## config.mk

```make
export PLATFORM = sky130hd
export DESIGN_NAME = nnt_scan
export DESIGN_NICKNAME = d
export VERILOG_FILES = /design/src/rtl/core/nnt_pkg.sv /design/src/rtl/core/nnt_scan.sv
export SDC_FILE = /design/constraint.sdc
export NUM_CORES = 1
export LEC_CHECK = 0
export BUFFER_PORTS_ARGS = -buffer_cell sky130_fd_sc_hd__buf_2
export CELL_PAD_IN_SITES_DETAIL_PLACEMENT = 0
export CELL_PAD_IN_SITES_GLOBAL_PLACEMENT = 1
export CORE_ASPECT_RATIO = 0.7
export CORE_MARGIN = 2
export CORE_UTILIZATION = 38
export DETAILED_ROUTE_END_ITERATION = 10
export GPL_TIMING_DRIVEN = 0
export PLACE_DENSITY = 0.79
export REMOVE_ABC_BUFFERS = 1
export SYNTH_ARGS = -nofsm -noshare
export SYNTH_HDL_FRONTEND = slang
export SYNTH_SLANG_ARGS = --single-unit
```

## constraint.sdc

```tcl
create_clock -name aclk -period 7.6 [get_ports aclk]
set_input_delay 1.52 -clock aclk [delete_from_list [all_inputs] [get_ports aclk]]
set_output_delay 1.52 -clock aclk [all_outputs]
set_load 0.02 [all_outputs]
```

## src/rtl/core/nnt_pkg.sv

```systemverilog
package nnt_pkg;

    // Defaults for the top-level parameters
    localparam int MAX_CITIES_DEF = 16;
    localparam int DIST_BITS_DEF  = 16;

    // Fixed field widths on the ports
    localparam int CITY_PORT_W  = 4;
    localparam int LEG_PORT_W   = 16;
    localparam int DIST_PORT_W  = 16;
    localparam int TOTAL_W      = 21;
    localparam int COUNT_W      = 5;
    localparam int COUNT_EXT_W  = 6;     // holds any city count up to 63

    localparam logic [COUNT_W-1:0] CITY_COUNT_RESET = 5'd16;
    localparam logic [TOTAL_W-1:0] TOTAL_MAX        = {TOTAL_W{1'b1}};

    // Beat layouts
    localparam int S_TDATA_W = 32;
    localparam int M_TDATA_W = 48;

    // Commands carried in s_tuser
    localparam logic CMD_LOAD  = 1'b0;
    localparam logic CMD_START = 1'b1;

    // Control from the sequencer to the shared compare unit
    typedef struct packed {
        logic clear;
        logic cand_valid;
    } nnt_scan_ctl_t;

endpackage

```

## src/rtl/core/nnt_scan.sv

```systemverilog
module nnt_scan import nnt_pkg::*; #(
    parameter int CITY_W    = 4,
    parameter int DIST_BITS = DIST_BITS_DEF
) (
    input  logic                 aclk,
    input  logic                 aresetn,
    input  nnt_scan_ctl_t        ctl,
    input  logic [CITY_W-1:0]    cand_idx,
    input  logic [DIST_BITS-1:0] cand_dist,
    input  logic                 cand_visited,
    output logic                 found,
    output logic [DIST_BITS-1:0] best_dist,
    output logic [CITY_W-1:0]    best_city
);

    logic                 found_reg, found_next;
    logic [DIST_BITS-1:0] best_dist_reg, best_dist_next;
    logic [CITY_W-1:0]    best_city_reg, best_city_next;
    logic                 take;

    // Strict less-than keeps the lowest index on a tie
    assign take = ctl.cand_valid && (cand_dist != '0) && !cand_visited &&
                  (!found_reg || (cand_dist < best_dist_reg));

    always_comb begin
        found_next     = found_reg;
        best_dist_next = best_dist_reg;
        best_city_next = best_city_reg;
        if (ctl.clear) begin
            found_next = 1'b0;
        end else if (take) begin
            found_next     = 1'b1;
            best_dist_next = cand_dist;
            best_city_next = cand_idx;
        end
    end

    always_ff @(posedge aclk) begin
        if (!aresetn) begin
            found_reg <= 1'b0;
        end else begin
            found_reg <= found_next;
        end
        best_dist_reg <= best_dist_next;
        best_city_reg <= best_city_next;
    end

    assign found     = found_reg;
    assign best_dist = best_dist_reg;
    assign best_city = best_city_reg;

endmodule

```

==> flow_metrics.tcl <==
set metrics [dict create \
    drv_cap 0 \
    crit_arrival_ps 3640 \
    cellLeakagePower_nw 0.684 \
    min_path_cells 1 \
    cts_root_buf "clkbuf_8" \
    yosysTopAreaCellShare_pct 54.9 \
    cts_sinks 21 \
    route.vias.total 832 \
    fin_ws_ps 3920 \
    grt_max_degree 13 \
    final-setup-viol-count 0 \
    clockBufferDepth 2 \
    ys_seq_area_share_pct 56.8 \
    synth_edf_count 20 \
    grt-ovfl-total 0 \
    synthFlopType "edfxtp_1" \
    tightest_slew_ps 989 \
    fin_crit_sh_pct 48.4 \
    synth.avg_cell_area_um2 13.0 \
    regArea_um2 621 \
    ff2ff_path_depth 7 \
    largest_register_ffs 16 \
    numCtsBuffers 3 \
    yosysUniqueCellTypes 21 \
    synthCells 84 \
    tns_ps 0 \
    ctsResizeCount 0 \
    place_congestion 0.792 \
    dp_cells 166 \
    n_antenna_cell 0 \
    drive_gt1_share_pct 39.6 \
    path_max_fanout 11 \
    ir_drop_v 0.000116 \
    stdcell_count 170 \
    port_buffers 45 \
    final_antenna_net_count 0 \
    multi_input_area_um2 409 \
    clkTransAtPathRegs_ps 70 \
    outcome "completed" \
    h-tree-depth 1 \
    cts_tree "yes" \
    die-area_mm2 0.00333 \
    antenna_found_initial 0 \
    rsz0062_at_grt "false" \
    die_y_um 48.9 \
    start_kind "input pin" \
    min_period_ps 3680 \
    track_usage_pct 15.0 \
    clk_latency_ps 260 \
    end_kind "flop" \
    grt_pass1_wl_um 3770 \
    hold-worst-slack_ps 602 \
    yosys_warnings 0 \
    die_x_um 68.1 \
    io_pins 46 \
    post-cts-setup-buffers 0 \
    initial_core_util_pct 39.6 \
    netlist_area_mm2 0.00109 \
    syn2layout_area_growth_pct 30.0 \
    drc_errors 0 \
    viasPerCell 4.89 \
    nNetsFinal 175 \
    yosysTopAreaCell "edfxtp_1" \
    p_per_area_mw_per_mm2 168 \
    fp-row-count 16 \
    finalHoldViolCount 0 \
    dp_hpwl_um 1850 \
    final_util_pct 51.4 \
    drtIter0Drc 26 \
    post-place-ws_ps 3640 \
    postPlaceCellArea_mm2 0.00138 \
    r2r_slack_ps 4920 \
    ys_ff_latch 21 \
    avgRoutedWirePerCell_um 13.2 \
    crit_type "input pin to flop" \
    ys_async_sr_fraction_pct 0 \
    num-fill-cells 260 \
    routed_wl_um 2250 \
    fmax_mhz 272 \
    finalInstanceArea_mm2 0.00142 \
    first_pass_iters 4 \
    coreArea_mm2 0.00276 \
    cts_hold_buf 0 \
    yosys-top-cells-area "edfxtp_1 55%, ha_1 17%, inv_1 5.8%, nor4_1 2.9%, a2111oi_4 2.5%" \
    required_ps 7570 \
    min_path_type "flop to flop" \
    drv_slew 0 \
    clock-skew-final_ps 7.56 \
    power_uw 239 \
    grt_pass1_vias 838 \
    relSlewSlack_pct 34.1 \
]
[layout by cell type, fill, tap and decap left out, drive strengths merged]
| master | count |
|---|---|
| buf | 46 |
| edfxtp | 20 |
| inv | 17 |
| ha | 15 |
| nor4 | 5 |
| a21oi | 5 |
| nand2 | 4 |
| clkbuf | 3 |
| nand3 | 2 |
| nor2 | 2 |
| o21a | 2 |
| nand2b | 2 |
| nand4 | 1 |
| or2 | 1 |
| a2111oi | 1 |
| o21ai | 1 |
| a221o | 1 |
| a41oi | 1 |
| o311ai | 1 |
| a221oi | 1 |
| o211a | 1 |
| clkinv | 1 |
| dfxtp | 1 |
[kinds of logic after synthesis]
logic type | share of synthesized area (%)
AO/OA/AOI/OAI | 11.4
adder cells (fa/ha/maj) | 17.2
buffers and inverters | 5.84
flip-flops | 56.8
AND/OR/NAND/NOR | 8.81
[worst paths after layout]
path / start / to
setup reg to reg: best_dist[14] / best_dist[13]
hold reg to reg: found / found
setup / recovery: cand_dist[14] / best_dist[13]
hold / removal: found / found
[cell type report]
cell class | instances | area share [%]
Clock inverter | 1 | 0.352
Multi-Input combinational cell | 46 | 28.8
Sequential cell | 21 | 43.7
Inverter | 17 | 4.49
Clock buffer | 3 | 2.90
Tap cell | 36 | 3.17
Timing Repair Buffer | 46 | 16.6
[power by group]
part	total [mW]	leakage [nW]	switching, mW	internal (mW)
registers	0.132	0.192	0.00154	0.131
clock network	0.0733	0.0255	0.0368	0.0365
logic	0.0333	0.467	0.0187	0.0146
total	0.239	0.684	0.0571	0.182
[worst max-delay path: stages]
cell	delay (ps)
buf_2	110
ha_1	320
a21oi_1	160
nand2_1	70
a221o_1	350
a221oi_2	830
buf_6	260
[cell usage after synthesis, types with 2 or more instances]
cell type	count
edfxtp_1	20
inv_1	17
ha_1	15
a21oi_1	5
nor4_1	5
nand2_1	4
nand3_1	2
nor2_1	2
o21a_1	2
[metal layers]
layer / GRT usage (%) / wire length (um) / vias to the layer above
li1: - / - / 410
met3: 4.85 / 200 / 2
met2: 23.1 / 945 / 37
met5: 0 / 0 / -
met4: 1.67 / 6 / 0
met1: 21.3 / 1100 / 383
Note: power is estimated with default switching activity, not from simulation.
